--- config.mk ---
export PLATFORM = sky130hd
export DESIGN_NAME = copier_bank_mapper_top_flat
export DESIGN_NICKNAME = d
export VERILOG_FILES = /design/src/sv/cbm_pkg.sv /design/src/sv/cbm_if.sv /design/src/sv/cbm_decode.sv /design/src/sv/copier_bank_mapper_top.sv /design/src/flat_wrapper.sv
export SDC_FILE = /design/constraint.sdc
export NUM_CORES = 1
export LEC_CHECK = 0
export BUFFER_PORTS_ARGS = -buffer_cell sky130_fd_sc_hd__buf_4
export CORE_MARGIN = 5
export CORE_UTILIZATION = 53
export CTS_BUF_LIST = sky130_fd_sc_hd__clkbuf_2
export DETAILED_ROUTE_END_ITERATION = 8
export GPL_TIMING_DRIVEN = 0
export PLACE_DENSITY = 0.89
export SKIP_LAST_GASP = 1
export SLEW_MARGIN = 20
export SYNTH_ARGS = -nofsm -noshare
export SYNTH_HDL_FRONTEND = slang
export SYNTH_HIERARCHICAL = 1
export SYNTH_SLANG_ARGS = --single-unit
--- constraint.sdc ---
create_clock -name clk -period 2.75 [get_ports clk]
set_input_delay 0.55 -clock clk [delete_from_list [all_inputs] [get_ports clk]]
set_output_delay 0.55 -clock clk [all_outputs]
set_load 0.02 [all_outputs]
--- src/sv/cbm_pkg.sv ---
// ----------------------------------------------------------------------------
// cbm_pkg
// Types, codes and banking helpers shared by the copier bank mapper.
// ----------------------------------------------------------------------------
package cbm_pkg;

  // bus access kinds
  typedef enum logic [1:0] {
    ACT_CPU_RD = 2'd0,
    ACT_CPU_WR = 2'd1,
    ACT_PPU_RD = 2'd2,
    ACT_PPU_WR = 2'd3
  } action_t;

  // local memory selects
  typedef enum logic [2:0] {
    TGT_NONE = 3'd0,
    TGT_PRG  = 3'd1,
    TGT_BIOS = 3'd2,
    TGT_CHR  = 3'd3,
    TGT_NT   = 3'd4
  } target_t;

  // copier phase
  typedef enum logic [2:0] {
    PH_PASS = 3'b001,
    PH_LOAD = 3'b010,
    PH_PLAY = 3'b100
  } phase_t;

  localparam int unsigned OffsetW = 17;

  // register offsets inside the 0x4000 page, and page numbers of the bus windows
  localparam logic [11:0] RegMode   = 12'h2FF;
  localparam logic [11:0] RegBank   = 12'h3FF;
  localparam logic [11:0] RegWakeHi = 12'hFFF;
  localparam logic [3:0]  CpuRegPage = 4'h4;
  localparam logic [3:0]  PrgLoLo    = 4'h6;
  localparam logic [3:0]  PrgLoHi    = 4'hD;
  localparam logic [3:0]  BiosLo     = 4'hE;
  localparam logic [5:0]  PaletteHi  = 6'h3F;

  typedef struct packed {
    phase_t     phase;
    logic [2:0] play_mode;
    logic [7:0] bank_latch;
    logic       horizontal_mirror;
    logic [1:0] pattern_bank;
    logic [1:0] load_page;
    logic [2:0] low_page;
    logic [2:0] high_page;
  } map_state_t;

  typedef struct packed {
    target_t            local_target;
    logic [OffsetW-1:0] local_offset;
    logic               local_write;
    logic               pass_through;
  } map_result_t;

  typedef struct packed {
    logic [2:0] low_page;
    logic [2:0] high_page;
    logic [1:0] pattern_bank;
  } banking_t;

  // play-mode banking from mode and latch
  function automatic banking_t play_banking(input logic [2:0] mode, input logic [7:0] latch);
    banking_t b;
    b = '0;
    case (mode)
      3'd2: begin
        b.low_page = 3'd0; b.high_page = 3'd1; b.pattern_bank = 2'd0;
      end
      3'd4: begin
        b.low_page     = {latch[5:4], 1'b0};
        b.high_page    = {latch[5:4], 1'b1};
        b.pattern_bank = latch[1:0];
      end
      3'd5: begin
        b.low_page = 3'd6; b.high_page = 3'd7; b.pattern_bank = latch[1:0];
      end
      3'd6: begin
        b.low_page = 3'd6; b.high_page = 3'd7; b.pattern_bank = {1'b0, latch[0]};
      end
      3'd7: begin
        b.low_page = 3'd6; b.high_page = 3'd7; b.pattern_bank = 2'd0;
      end
      default: begin
        b.low_page = latch[2:0]; b.high_page = 3'd7; b.pattern_bank = 2'd0;
      end
    endcase
    return b;
  endfunction

endpackage

--- src/sv/cbm_if.sv ---
// ----------------------------------------------------------------------------
// cbm_in_if / cbm_out_if
// Valid/ready channels for bus accesses and mapping results.
// ----------------------------------------------------------------------------
interface cbm_in_if;
  logic        valid;
  logic        ready;
  logic [1:0]  action;
  logic [15:0] address;
  logic [7:0]  write_data;

  modport source (output valid, action, address, write_data, input ready);
  modport sink   (input valid, action, address, write_data, output ready);
endinterface

interface cbm_out_if;
  logic        valid;
  logic        ready;
  logic [2:0]  local_target;
  logic [16:0] local_offset;
  logic        local_write;
  logic        pass_through;

  modport source (output valid, local_target, local_offset, local_write, pass_through,
                  input ready);
  modport sink   (input valid, local_target, local_offset, local_write, pass_through,
                  output ready);
endinterface

--- src/sv/cbm_decode.sv ---
// ----------------------------------------------------------------------------
// cbm_decode
// Maps one bus access against the current state and gives the next state.
// ----------------------------------------------------------------------------
module cbm_decode (
  input  cbm_pkg::map_state_t  state,
  input  logic [1:0]           action,
  input  logic [15:0]          address,
  input  logic [7:0]           write_data,
  output cbm_pkg::map_result_t result,
  output cbm_pkg::map_state_t  state_nxt
);
  import cbm_pkg::*;

  logic [3:0]  bank;
  logic [11:0] off;
  logic [13:0] ppu_a;
  logic        is_load, is_play;
  logic        sel;
  logic [2:0]  page;
  banking_t    bk;

  assign bank    = address[15:12];
  assign off     = address[11:0];
  assign ppu_a   = address[13:0];
  assign is_load = (state.phase == PH_LOAD);
  assign is_play = (state.phase == PH_PLAY);
  assign sel     = state.horizontal_mirror ? ppu_a[11] : ppu_a[10];
  assign page    = bank[2] ? state.high_page : state.low_page;

  always_comb begin
    state_nxt = state;
    result    = '{local_target: TGT_NONE, local_offset: '0, local_write: 1'b0,
                  pass_through: 1'b1};
    bk        = '0;

    case (action)
      ACT_CPU_RD, ACT_CPU_WR: begin
        if (bank == CpuRegPage) begin
          if (action == ACT_CPU_WR) begin
            if (!is_load && !is_play) begin
              if (off == RegBank || off == RegWakeHi) state_nxt.phase = PH_LOAD;
            end else if (off == RegMode) begin
              state_nxt.phase             = PH_PLAY;
              state_nxt.play_mode         = write_data[7:5];
              state_nxt.horizontal_mirror = write_data[4];
              bk = play_banking(write_data[7:5], state.bank_latch);
              state_nxt.low_page     = bk.low_page;
              state_nxt.high_page    = bk.high_page;
              state_nxt.pattern_bank = bk.pattern_bank;
            end else if (off == RegBank) begin
              state_nxt.load_page    = write_data[5:4];
              state_nxt.pattern_bank = write_data[1:0];
              if (is_play) begin
                bk = play_banking(state.play_mode, state.bank_latch);
                state_nxt.low_page     = bk.low_page;
                state_nxt.high_page    = bk.high_page;
                state_nxt.pattern_bank = bk.pattern_bank;
              end
            end
          end
        end else if (is_load && bank >= PrgLoLo && bank <= PrgLoHi) begin
          result.local_target = TGT_PRG;
          result.local_offset = {state.load_page, bank[2:0], off};
          result.local_write  = (action == ACT_CPU_WR);
          result.pass_through = 1'b0;
        end else if (is_load && bank >= BiosLo) begin
          // writes to the BIOS go on to the bus only
          if (action == ACT_CPU_RD) begin
            result.local_target = TGT_BIOS;
            result.local_offset = {4'd0, bank[0], off};
            result.pass_through = 1'b0;
          end
        end else if (is_play && bank[3]) begin
          result.pass_through = 1'b0;
          if (action == ACT_CPU_WR) begin
            state_nxt.bank_latch = write_data;
            bk = play_banking(state.play_mode, write_data);
            state_nxt.low_page     = bk.low_page;
            state_nxt.high_page    = bk.high_page;
            state_nxt.pattern_bank = bk.pattern_bank;
          end else begin
            result.local_target = TGT_PRG;
            result.local_offset = {page, bank[1:0], off};
          end
        end
      end
      default: begin
        if (!ppu_a[13]) begin
          if (!is_load && !is_play) begin
            if (action == ACT_PPU_WR) begin
              result.local_target = TGT_CHR;
              result.local_offset = {2'd0, state.pattern_bank, ppu_a[12:0]};
              result.local_write  = 1'b1;
            end
          end else begin
            result.pass_through = 1'b0;
            if (action == ACT_PPU_RD || is_load || !state.play_mode[2]) begin
              result.local_target = TGT_CHR;
              result.local_offset = {2'd0, state.pattern_bank, ppu_a[12:0]};
              result.local_write  = (action == ACT_PPU_WR);
            end
          end
        end else if (is_play) begin
          result.pass_through = 1'b0;
          // palette writes stay out of the nametable
          if (!(action == ACT_PPU_WR && ppu_a[13:8] == PaletteHi)) begin
            result.local_target = TGT_NT;
            result.local_offset = {6'd0, sel, ppu_a[9:0]};
            result.local_write  = (action == ACT_PPU_WR);
          end
        end
      end
    endcase
  end

endmodule

--- src/sv/copier_bank_mapper_top.sv ---
// ----------------------------------------------------------------------------
// copier_bank_mapper_top
// Bank mapper of a cartridge copier: maps CPU and PPU accesses to local memory.
// ----------------------------------------------------------------------------
// One bus access per transaction, one result per access. An access is mapped
// against the banking state in the cycle it is accepted and the result is held
// in an output register, so the result appears in the cycle after acceptance and
// a new access is taken every cycle while the result side keeps up. Register
// and latch writes update the banking state at acceptance, so the very next
// access already sees the new mapping.
module copier_bank_mapper_top (
  input logic  clk,
  input logic  rst_n,
  cbm_in_if.sink    in_bus,
  cbm_out_if.source out_bus
);
  import cbm_pkg::*;

  map_state_t  state_r, state_nxt;
  map_result_t res_nxt, res_r;
  logic        out_valid_r;
  logic        in_fire;

  assign in_bus.ready = !out_valid_r || out_bus.ready;
  assign in_fire      = in_bus.valid && in_bus.ready;

  cbm_decode u_decode (
    .state      (state_r),
    .action     (in_bus.action),
    .address    (in_bus.address),
    .write_data (in_bus.write_data),
    .result     (res_nxt),
    .state_nxt  (state_nxt)
  );

  always_ff @(posedge clk) begin
    if (!rst_n) begin
      state_r <= '{phase: PH_PASS, play_mode: 3'd0, bank_latch: 8'd0,
                   horizontal_mirror: 1'b0, pattern_bank: 2'd0, load_page: 2'd0,
                   low_page: 3'd0, high_page: 3'd1};
      out_valid_r <= 1'b0;
    end else begin
      if (in_fire) begin
        state_r <= state_nxt;
      end
      if (in_fire) begin
        out_valid_r <= 1'b1;
      end else if (out_bus.ready) begin
        out_valid_r <= 1'b0;
      end
    end
  end

  always_ff @(posedge clk) begin
    if (in_fire) begin
      res_r <= res_nxt;
    end
  end

  assign out_bus.valid        = out_valid_r;
  assign out_bus.local_target = res_r.local_target;
  assign out_bus.local_offset = res_r.local_offset;
  assign out_bus.local_write  = res_r.local_write;
  assign out_bus.pass_through = res_r.pass_through;

endmodule

--- src/flat_wrapper.sv ---
// flat-port wrapper written by rule: the top's interface ports become plain ports
module copier_bank_mapper_top_flat import cbm_pkg::*;
  (clk, rst_n, in_bus_valid, in_bus_action, in_bus_address, in_bus_write_data, in_bus_ready, out_bus_valid, out_bus_local_target, out_bus_local_offset, out_bus_local_write, out_bus_pass_through, out_bus_ready);
  cbm_in_if in_bus_i ();
  cbm_out_if out_bus_i ();
  input logic clk;
  input logic rst_n;
  input wire logic [$bits(in_bus_i.valid)-1:0] in_bus_valid;
  input wire logic [$bits(in_bus_i.action)-1:0] in_bus_action;
  input wire logic [$bits(in_bus_i.address)-1:0] in_bus_address;
  input wire logic [$bits(in_bus_i.write_data)-1:0] in_bus_write_data;
  output wire logic [$bits(in_bus_i.ready)-1:0] in_bus_ready;
  output wire logic [$bits(out_bus_i.valid)-1:0] out_bus_valid;
  output wire logic [$bits(out_bus_i.local_target)-1:0] out_bus_local_target;
  output wire logic [$bits(out_bus_i.local_offset)-1:0] out_bus_local_offset;
  output wire logic [$bits(out_bus_i.local_write)-1:0] out_bus_local_write;
  output wire logic [$bits(out_bus_i.pass_through)-1:0] out_bus_pass_through;
  input wire logic [$bits(out_bus_i.ready)-1:0] out_bus_ready;
  assign in_bus_i.valid = in_bus_valid;
  assign in_bus_i.action = in_bus_action;
  assign in_bus_i.address = in_bus_address;
  assign in_bus_i.write_data = in_bus_write_data;
  assign in_bus_ready = in_bus_i.ready;
  assign out_bus_valid = out_bus_i.valid;
  assign out_bus_local_target = out_bus_i.local_target;
  assign out_bus_local_offset = out_bus_i.local_offset;
  assign out_bus_local_write = out_bus_i.local_write;
  assign out_bus_pass_through = out_bus_i.pass_through;
  assign out_bus_i.ready = out_bus_ready;
  copier_bank_mapper_top u_core (.clk(clk), .rst_n(rst_n), .in_bus(in_bus_i), .out_bus(out_bus_i));
endmodule
==> flow_summary.json, run 1 <==
{
  "cts_hold_buf": 0,
  "root_buffer": "clkbuf_2",
  "post-route-period-util": 0.9142,
  "cts_resized": 0,
  "switching_share": 0.2775,
  "path_common_cell": "nand2_1",
  "finalSetupTns_ns": 0,
  "via_per_inst": 5.881,
  "max_clock_freq_ghz": 0.3978,
  "multi_input_area_mm2": 0.001623,
  "hold_violations": 0,
  "end_kind": "register",
  "drv_slew": 0,
  "fin_nets": 419,
  "finalSetupViolations": 0,
  "dieHeight_um": 84.25,
  "die_w_um": 84.25,
  "crit_type": "input port to register",
  "vias": 2717,
  "rsz0062_at_grt": "true",
  "track_usage": 0.2162,
  "slowest_stage": "or4b_4",
  "crit_chain": "buf_2, or4b_4, or4_4, buf_6, nor3_2, o221ai_1, nand2_1, nand2_1, mux2i_1",
  "cts.htree.levels": 2,
  "fin_crit_ns": 2.514,
  "syn_area_mm2": 0.002922,
  "gp_congestion": 0.9496,
  "max_slew.worst_pin.slew_ns": 0.7377,
  "power_density_mw_per_mm2": 359.9,
  "die-area_mm2": 0.007097,
  "initial_core_util": 0.5372,
  "drt_wl_total_um": 7785,
  "clk_pin_slew_ns": 0.22,
  "clock_latency_ns": 0.42,
  "grt_max_degree": 30,
  "place_ws_ns": -0.1501,
  "synth_warnings": 6,
  "cts_num_sinks": 45,
  "cp.buffers_inverters": 2,
  "io_pins": 54,
  "skew_ns": 0.03122,
  "comb_power_share": 0.179,
  "ir_drop_uv": 229.1,
  "max_stage_delay_ns": 0.53,
  "hold_path_class": "input port to register",
  "cp_max_fo": 9,
  "maxSlewHeadroom": 0.5069,
  "area_delta_synth_final_pct": 17.13,
  "seq_area_mm2": 0.001121,
  "drive_gt1_frac": 0.2077,
  "start_kind": "input port",
  "postPlaceCellArea_mm2": 0.003371,
  "detailed_place_hpwl_um": 5997,
  "synth_nets": 365,
  "diodes": 0,
  "core_mm2": 0.005439,
  "post-route-cell-area_mm2": 0.003422,
  "gr-total-overflow": 0,
  "p_switching_uw": 341.8,
  "post-cts-setup-buffers": 0,
  "max-clock-path-buffers": 2,
  "pwr-share-clk": 0.227,
  "critPathRequiredTime_ns": 3.10,
  "p_total_mw": 1.232,
  "grt_pass1_vias": 2640,
  "firstDrtPassIters": 5,
  "critPathTopFamily": "simple AND/OR/NAND/NOR gates",
  "drt_first_iter_violations": 277,
  "max_cap_violations": 0,
  "avgSynthCellArea_um2": 8.721,
  "io_buffers": 47,
  "p_int_uw": 889.8,
  "grt_pass1_wl_um": 12490,
  "final.setup.worst_slack_ns": 0.2360,
  "nFillCells": 485,
  "status": "complete, no violations",
  "syn-instance-count": 335,
  "p_seq_frac": 0.594,
  "avgRoutedWirePerCell_um": 16.85,
  "num_rows": 27,
  "antenna_found_initial": 0,
  "drc": 0,
  "arrival_ns": 2.86,
  "final_antenna_net_count": 0,
  "cts_buffers": 5,
  "cts_tree": "yes",
  "power_leakage_nw": 1.328
}
==> worst register-to-register path, stage by stage, from the launching register on <==
cell and delay, ns:
dfxtp_1 0.40, clkbuf_1 0.30, nor3b_4 0.45, nand3_1 0.40, or4_1 0.57, o311ai_0 0.11, nand2_1 0.09, mux2i_1 0.15
==> power groups by stage <==
stage | registers [mW] | logic (mW) | clock network (mW)
floorplan | 0.770 | 0.103 | 0
global placement | 0.745 | 0.215 | 0
global route | 0.735 | 0.235 | 0.317
CTS | 0.732 | 0.219 | 0.288
finish | 0.732 | 0.220 | 0.280
detailed placement | 0.746 | 0.218 | 0
==> layout by cell type, fill, tap and decap left out, types with 12 or more instances in the layout <==
master / count
a21oi_1: 19
and2_1: 15
buf_4: 47
clkbuf_1: 14
dfxtp_1: 23
edfxtp_1: 22
inv_1: 12
mux2i_1: 24
nand2_1: 62
nand2b_1: 13
o21ai_0: 12
==> through the flow <==
stage | hold WS (ns) | cells | utilization
2_1_floorplan | 0.4335 | 335 | -
3_3_place_gp | 0.4431 | 454 | 0.6186
3_5_place_dp | 0.4559 | 454 | 0.6197
4_1_cts | 0.3639 | 462 | 0.6271
5_1_grt | 0.3524 | 462 | 0.6292
6_report | 0.3787 | 462 | 0.6292
==> routing by layer <==
layer	global-route usage	routed length, um	up-vias
met5	0	0	-
met4	0.08626	228	0
met3	0.04416	621	23
met2	0.3594	3596	131
met1	0.2744	3338	1249
li1	-	-	1314
==> state kept, by name, indices dropped and copies added (netlist names) <==
name,cells
u_core/state_r,22
u_core/out_bus.local_target,3
u_core/out_bus.local_write,1
u_core/out_bus.local_offset,17
u_core/out_bus.valid,1
u_core/out_bus.pass_through,1
==> final timing paths <==
| kind | startpoint | to | slack [ns] | depth (start not counted) |
|---|---|---|---|---|
| worst max-delay path | in_bus_address[14] | u_core/state_r[1]$_SDFFE_PN0P_ | 0.24 | 9 |
| worst min-delay path | in_bus_valid | u_core/out_bus.valid$_SDFFE_PN0P_ | 0.38 | 3 |
| worst max register to register | u_core/state_r[24]$_SDFFE_PN0P_ | u_core/state_r[3]$_SDFFE_PN0P_ | 0.25 | 7 |
| worst min register to register | u_core/state_r[23]$_SDFFE_PN0P_ | u_core/state_r[23]$_SDFFE_PN0P_ | 0.48 | 2 |
==> area by class of cell <==
| class | instances | area share |
|---|---|---|
| Inverter | 12 | 0.01316 |
| Clock buffer | 7 | 0.01024 |
| Clock inverter | 1 | 0.001463 |
| Tap cell | 72 | 0.02633 |
| Multi-Input combinational cell | 256 | 0.4742 |
| Timing Repair Buffer | 47 | 0.1031 |
| Buffer | 22 | 0.04388 |
| Sequential cell | 45 | 0.3276 |
Note: power is estimated with default switching activity, not from simulation.
==> inputs of run 2 (changes only) <==
--- a/config.mk
+++ b/config.mk
@@ -6,12 +6,13 @@
 export NUM_CORES = 1
 export LEC_CHECK = 0
 export BUFFER_PORTS_ARGS = -buffer_cell sky130_fd_sc_hd__buf_4
+export CAP_MARGIN = 40
 export CORE_MARGIN = 5
 export CORE_UTILIZATION = 53
 export CTS_BUF_LIST = sky130_fd_sc_hd__clkbuf_2
 export DETAILED_ROUTE_END_ITERATION = 8
 export GPL_TIMING_DRIVEN = 0
-export PLACE_DENSITY = 0.89
+export PLACE_DENSITY = 0.79
 export SKIP_LAST_GASP = 1
 export SLEW_MARGIN = 20
 export SYNTH_ARGS = -nofsm -noshare
==> run 2 against run 1 <==
Effect of this change:
- total power increased by 6.9%
- combinational power barely moved
- flip-flop and latch count is the same
- via count up 1.6%
- sequential share of layout area shrank 0.23 points
- non-clock buffer count stayed put
- global-route usage grew 0.91 points
- count of clock-buffer cells in the layout is 1 lower
- sequential power barely moved
- hold slack improved by 0.021 ns
- worst setup slack got worse by 0.036 ns
- clock power rose by 29%
- largest cell class unchanged
==> flow_summary.json, run 2 (synthesis gave the netlist of run 1 again) <==
{
  "drt_first_iter_violations": 178,
  "post-cts-setup-buffers": 0,
  "firstDrtPassIters": 5,
  "clock_latency_ns": 0.41,
  "grt_most_used_layer": "met2",
  "crit_type": "register to register",
  "crit_chain": "clkbuf_1, nor3b_4, nand3_1, or4_1, o311ai_0, nand2_1, mux2i_1",
  "cts_hold_buf": 0,
  "area_delta_synth_final_pct": 17.94,
  "critPathRequiredTime_ns": 3.12,
  "hold_path_class": "input port to register",
  "detailed_place_hpwl_um": 6059,
  "arrival_ns": 2.92,
  "initial_core_util": 0.5372,
  "io_buffers": 47,
  "post-route-period-util": 0.9273,
  "drc": 0,
  "cp_max_fo": 10,
  "status": "complete, no violations",
  "ir_drop_uv": 199.3,
  "regMostFlops": "u_core/state_r",
  "num_rows": 27,
  "finalSetupViolations": 0,
  "end_kind": "register",
  "io_pins": 54,
  "cp.buffers_inverters": 1,
  "cts_buffers": 5,
  "gp_congestion": 0.9972,
  "clk_pin_slew_ns": 0.23,
  "track_usage": 0.2253,
  "fin_crit_ns": 2.550,
  "dieHeight_um": 84.25,
  "drt_wl_total_um": 8077,
  "grt_pass1_wl_um": 12810,
  "use_met1": 0.2824,
  "antenna_found_initial": 0,
  "max_clock_freq_ghz": 0.3921,
  "largest_reg_flops": 22,
  "vias": 2761,
  "fin_nets": 419,
  "max_slew.worst_pin.slew_ns": 0.8256,
  "start_kind": "register",
  "max-clock-path-buffers": 2,
  "power_leakage_nw": 1.342,
  "power_density_mw_per_mm2": 382.1,
  "cts.htree.levels": 2,
  "slowest_stage": "or4_1",
  "skew_ns": 0.03344,
  "critPathTopFamily": "simple AND/OR/NAND/NOR gates",
  "maxSlewHeadroom": 0.4482,
  "cts_num_sinks": 45,
  "finalSetupTns_ns": 0,
  "final_common_cell": "nand2_1",
  "die_w_um": 84.25,
  "rsz0062_at_grt": "false",
  "post-route-util": 0.6335,
  "use_met3": 0.04612,
  "die-area_mm2": 0.007097,
  "mostFrequentLayoutCells": "nand2_1 (62), buf_4 (47), mux2i_1 (24)",
  "cts_tree": "yes",
  "final_antenna_net_count": 0,
  "diodes": 0,
  "grt_max_degree": 30,
  "max_cap_violations": 0,
  "avgRoutedWirePerCell_um": 17.48,
  "drive_gt1_frac": 0.2051,
  "max_stage_delay_ns": 0.60,
  "gr-total-overflow": 0,
  "root_buffer": "clkbuf_2",
  "core_mm2": 0.005439,
  "drv_slew": 0,
  "hold_violations": 0,
  "grt_pass1_vias": 2621,
  "via_per_inst": 5.976,
  "globalRouteMet2Util": 0.3831
}
## run 2: cell count changes in the layout (fill, tap and decap cells not counted), sizes merged
cell | previous run | this run
bufinv | 0 | 1
clkbuf | 21 | 20
## run 2: area by class of cell
class / instances / area, um^2
multi-input cells: 256 / 1623
fillers: 485 / 1993
clock buffers: 6 / 30.03
well taps: 72 / 90.09
clock inverters: 2 / 33.78
flip-flops and latches: 45 / 1121
plain buffers: 22 / 150.1
repair buffers: 47 / 352.8
inverters: 12 / 45.04
## run 2: layer usage
layer / share of wire / vias to the layer above
met5: 0 / -
met4: 0.023 / 0
met3: 0.079 / 18
met2: 0.48 / 126
met1: 0.41 / 1308
li1: - / 1309
## run 2: report_power, final
part	internal (mW)	leakage (nW)	switching (mW)	total, mW
clock network	0.155	0.0406	0.207	0.362
registers	0.725	0.404	0.00732	0.732
logic	0.0957	0.898	0.126	0.222
## run 2: timing repair
item	in CTS	in global routing
gates resized for setup	0	2
endpoints found under the hold margin	0	0
endpoints found under the setup margin	0	5
## run 2: final timing paths
kind	to	from	cells past startpoint	slack [ns]
worst max-delay path	u_core/state_r[3]$_SDFFE_PN0P_	u_core/state_r[24]$_SDFFE_PN0P_	7	0.20
worst min register to register	u_core/state_r[3]$_SDFFE_PN0P_	u_core/state_r[3]$_SDFFE_PN0P_	2	0.48
worst max register to register	u_core/state_r[3]$_SDFFE_PN0P_	u_core/state_r[24]$_SDFFE_PN0P_	7	0.20
worst min-delay path	u_core/out_bus.valid$_SDFFE_PN0P_	in_bus_valid	3	0.40
## run 2: worst register-to-register path: stages (launching register included)
cell and delay (ns):
dfxtp_1 0.42, clkbuf_1 0.32, nor3b_4 0.44, nand3_1 0.40
or4_1 0.60, o311ai_0 0.11, nand2_1 0.09, mux2i_1 0.13
## run 2: through the flow
stage               area [um^2]  hold WS, ns  worst slack, ns  total power [mW]  instances
finish                     3446       0.3993           0.1998             1.317        462
detailed placement         3371       0.4550          -0.1661            0.9669        454
global placement           3364       0.4445          -0.4610            0.9633        454
CTS                        3435       0.3900           0.1099             1.323        462
global route               3446       0.3909          0.06097             1.369        462
floorplan                  2922       0.4335          0.09513            0.8734        335
==> inputs of run 3 (changes only) <==
--- a/config.mk
+++ b/config.mk
@@ -7,7 +7,7 @@
 export LEC_CHECK = 0
 export BUFFER_PORTS_ARGS = -buffer_cell sky130_fd_sc_hd__buf_4
 export CAP_MARGIN = 40
-export CORE_MARGIN = 5
+export CORE_MARGIN = 2
 export CORE_UTILIZATION = 53
 export CTS_BUF_LIST = sky130_fd_sc_hd__clkbuf_2
 export DETAILED_ROUTE_END_ITERATION = 8
==> run 3 against run 2 <==
Effect of this change:
- core utilization is essentially flat
- cell area decreased by 0.62%
- first-iteration DRC count is 15% higher
- routed wire length fell by 5.2%
- clock skew shrank 0.018 ns
- fmax fell by 1.0%
- flip-flop and latch count did not move
- hold slack gained 0.0021 ns
- combinational power barely moved
- sequential share of layout area up 0.20 points
- largest power group unchanged
- highest routed layer unchanged
==> flow_summary.json, run 3 (synthesis gave the netlist of run 1 again) <==
{
  "status": "complete, no violations",
  "finalSetupTns_ns": 0,
  "io_buffers": 47,
  "reg2reg_from": "u_core/state_r[24]$_SDFFE_PN0P_",
  "post-route-period-util": 0.9371,
  "fin_crit_ns": 2.577,
  "root_buffer": "clkbuf_2",
  "cts_tree": "yes",
  "drt_first_iter_violations": 205,
  "rr_worst_depth": 7,
  "skew_ns": 0.01551,
  "dp.cells": 454,
  "final_common_cell": "nand2_1",
  "fin_cells": 462,
  "drt_wl_total_um": 7659,
  "finalSetupViolations": 0,
  "critPathTopFamily": "simple AND/OR/NAND/NOR gates",
  "cp.depth": 7,
  "r2r-end": "u_core/state_r[3]$_SDFFE_PN0P_",
  "crit_chain": "clkbuf_1, nor3b_4, nand3_1, or4_1, o311ai_0, nand2_1, mux2i_1",
  "gp_congestion": 0.9078,
  "initial_core_util": 0.5405,
  "startpoint": "u_core/state_r[24]$_SDFFE_PN0P_",
  "grt_pass1_wl_um": 12410,
  "via_per_inst": 5.935,
  "arrival_ns": 2.93,
  "post-route-util": 0.6336,
  "io_pins": 54,
  "dieHeight_um": 78.25,
  "power_density_mw_per_mm2": 359.5,
  "grt_max_degree": 30,
  "post-cts-setup-buffers": 0,
  "hold_violations": 0,
  "cp.buffers_inverters": 1,
  "die-area_mm2": 0.006122,
  "drc": 0,
  "track_usage": 0.2573,
  "grt_pass1_vias": 2540,
  "clk_pin_slew_ns": 0.22,
  "maxSlewHeadroom": 0.4158,
  "r2r_slack_ns": 0.17,
  "p_total_mw": 1.231,
  "max_cap_violations": 0,
  "firstDrtPassIters": 5,
  "final_antenna_net_count": 0,
  "nFillCells": 494,
  "start_kind": "register",
  "cts_hold_buf": 0,
  "cts_num_sinks": 45,
  "antenna_found_initial": 0,
  "drv_slew": 0,
  "detailed_place_hpwl_um": 5759,
  "mostFrequentLayoutCells": "nand2_1 (62), buf_4 (47), mux2i_1 (24)",
  "cts.htree.levels": 2,
  "max_slew.worst_pin.slew_ns": 0.8740,
  "cts_buffers": 5,
  "diodes": 0,
  "num_rows": 27,
  "core_mm2": 0.005405,
  "largest_reg_flops": 22,
  "area_delta_synth_final_pct": 17.22,
  "end_kind": "register",
  "slowest_stage": "or4_1",
  "fin_nets": 419,
  "clock_latency_ns": 0.40,
  "holdWs_ns": 0.4014,
  "ir_drop_uv": 174.8,
  "avgRoutedWirePerCell_um": 16.58,
  "critPathRequiredTime_ns": 3.10,
  "max-clock-path-buffers": 2,
  "vias": 2742,
  "gr-total-overflow": 0,
  "max_clock_freq_ghz": 0.3880,
  "cp_max_fo": 10,
  "max_stage_delay_ns": 0.57,
  "drive_gt1_frac": 0.2077,
  "regMostFlops": "u_core/state_r",
  "die_w_um": 78.25,
  "hold_path_class": "input port to register",
  "power_leakage_nw": 1.331,
  "crit_type": "register to register",
  "endpoint": "u_core/state_r[3]$_SDFFE_PN0P_"
}
[run 3: changes by cell type in the layout (fill, tap and decap cells not counted)]
| cell | before | now |
|---|---|---|
| clkinvlp_4 | 0 | 1 |
| bufinv_16 | 1 | 0 |
| clkinv_1 | 1 | 0 |
| clkbuf_2 | 6 | 7 |
[run 3: worst min path at each step]
stage                                     from                                end  depth (start not counted)
3_3_place_gp    u_core/state_r[3]$_SDFFE_PN0P_     u_core/state_r[3]$_SDFFE_PN0P_                          2
5_1_grt                           in_bus_valid  u_core/out_bus.valid$_SDFFE_PN0P_                          3
2_1_floorplan  u_core/state_r[23]$_SDFFE_PN0P_    u_core/state_r[23]$_SDFFE_PN0P_                          2
6_report                          in_bus_valid  u_core/out_bus.valid$_SDFFE_PN0P_                          3
4_1_cts                           in_bus_valid  u_core/out_bus.valid$_SDFFE_PN0P_                          3
3_5_place_dp    u_core/state_r[3]$_SDFFE_PN0P_     u_core/state_r[3]$_SDFFE_PN0P_                          2
[run 3: repair_timing]
item	CTS	global route
endpoints found under the setup margin	0	11
endpoints found under the hold margin	0	0
gates resized for setup	0	2
[run 3: report_power, final]
group / switching (mW) / total (mW) / internal [mW] / leakage, nW
logic: 0.125 / 0.221 / 0.0957 / 0.898
registers: 0.00708 / 0.732 / 0.725 / 0.404
clock network: 0.208 / 0.278 / 0.0704 / 0.0292
total: 0.340 / 1.23 / 0.891 / 1.33
[run 3: worst register-to-register path, stage by stage, from the launching register on]
cell	delay [ns]
dfxtp_1	0.42
clkbuf_1	0.34
nor3b_4	0.44
nand3_1	0.38
or4_1	0.57
o311ai_0	0.11
nand2_1	0.13
mux2i_1	0.16
[run 3: area by class of cell]
type / instances / area, um^2 / share of cell area
tap: 72 / 90.09 / 0.02631
multi-input combinational: 256 / 1623 / 0.4739
inverter: 12 / 45.04 / 0.01315
buffer: 22 / 150.1 / 0.04384
timing repair buffer: 47 / 352.8 / 0.1030
clock buffer: 7 / 35.03 / 0.01023
sequential: 45 / 1121 / 0.3274
clock inverter: 1 / 7.507 / 0.002192
[run 3: through the flow]
step                      instance area (um^2)  setup WS (ns)
final                                     3425         0.1729
after global routing                      3425      -0.007192
after CTS                                 3413         0.1326
after detailed placement                  3371        -0.1240
after global placement                    3364        -0.3954
after floorplan                           2922        0.09513
[run 3: layer usage]
layer | vias up | wire length (um) | global-route usage
li1 | 1321 | - | -
met1 | 1285 | 3334 | 0.3397
met2 | 124 | 3677 | 0.4302
met3 | 12 | 511 | 0.04598
met4 | 0 | 135 | 0.08070
met5 | - | 0 | 0
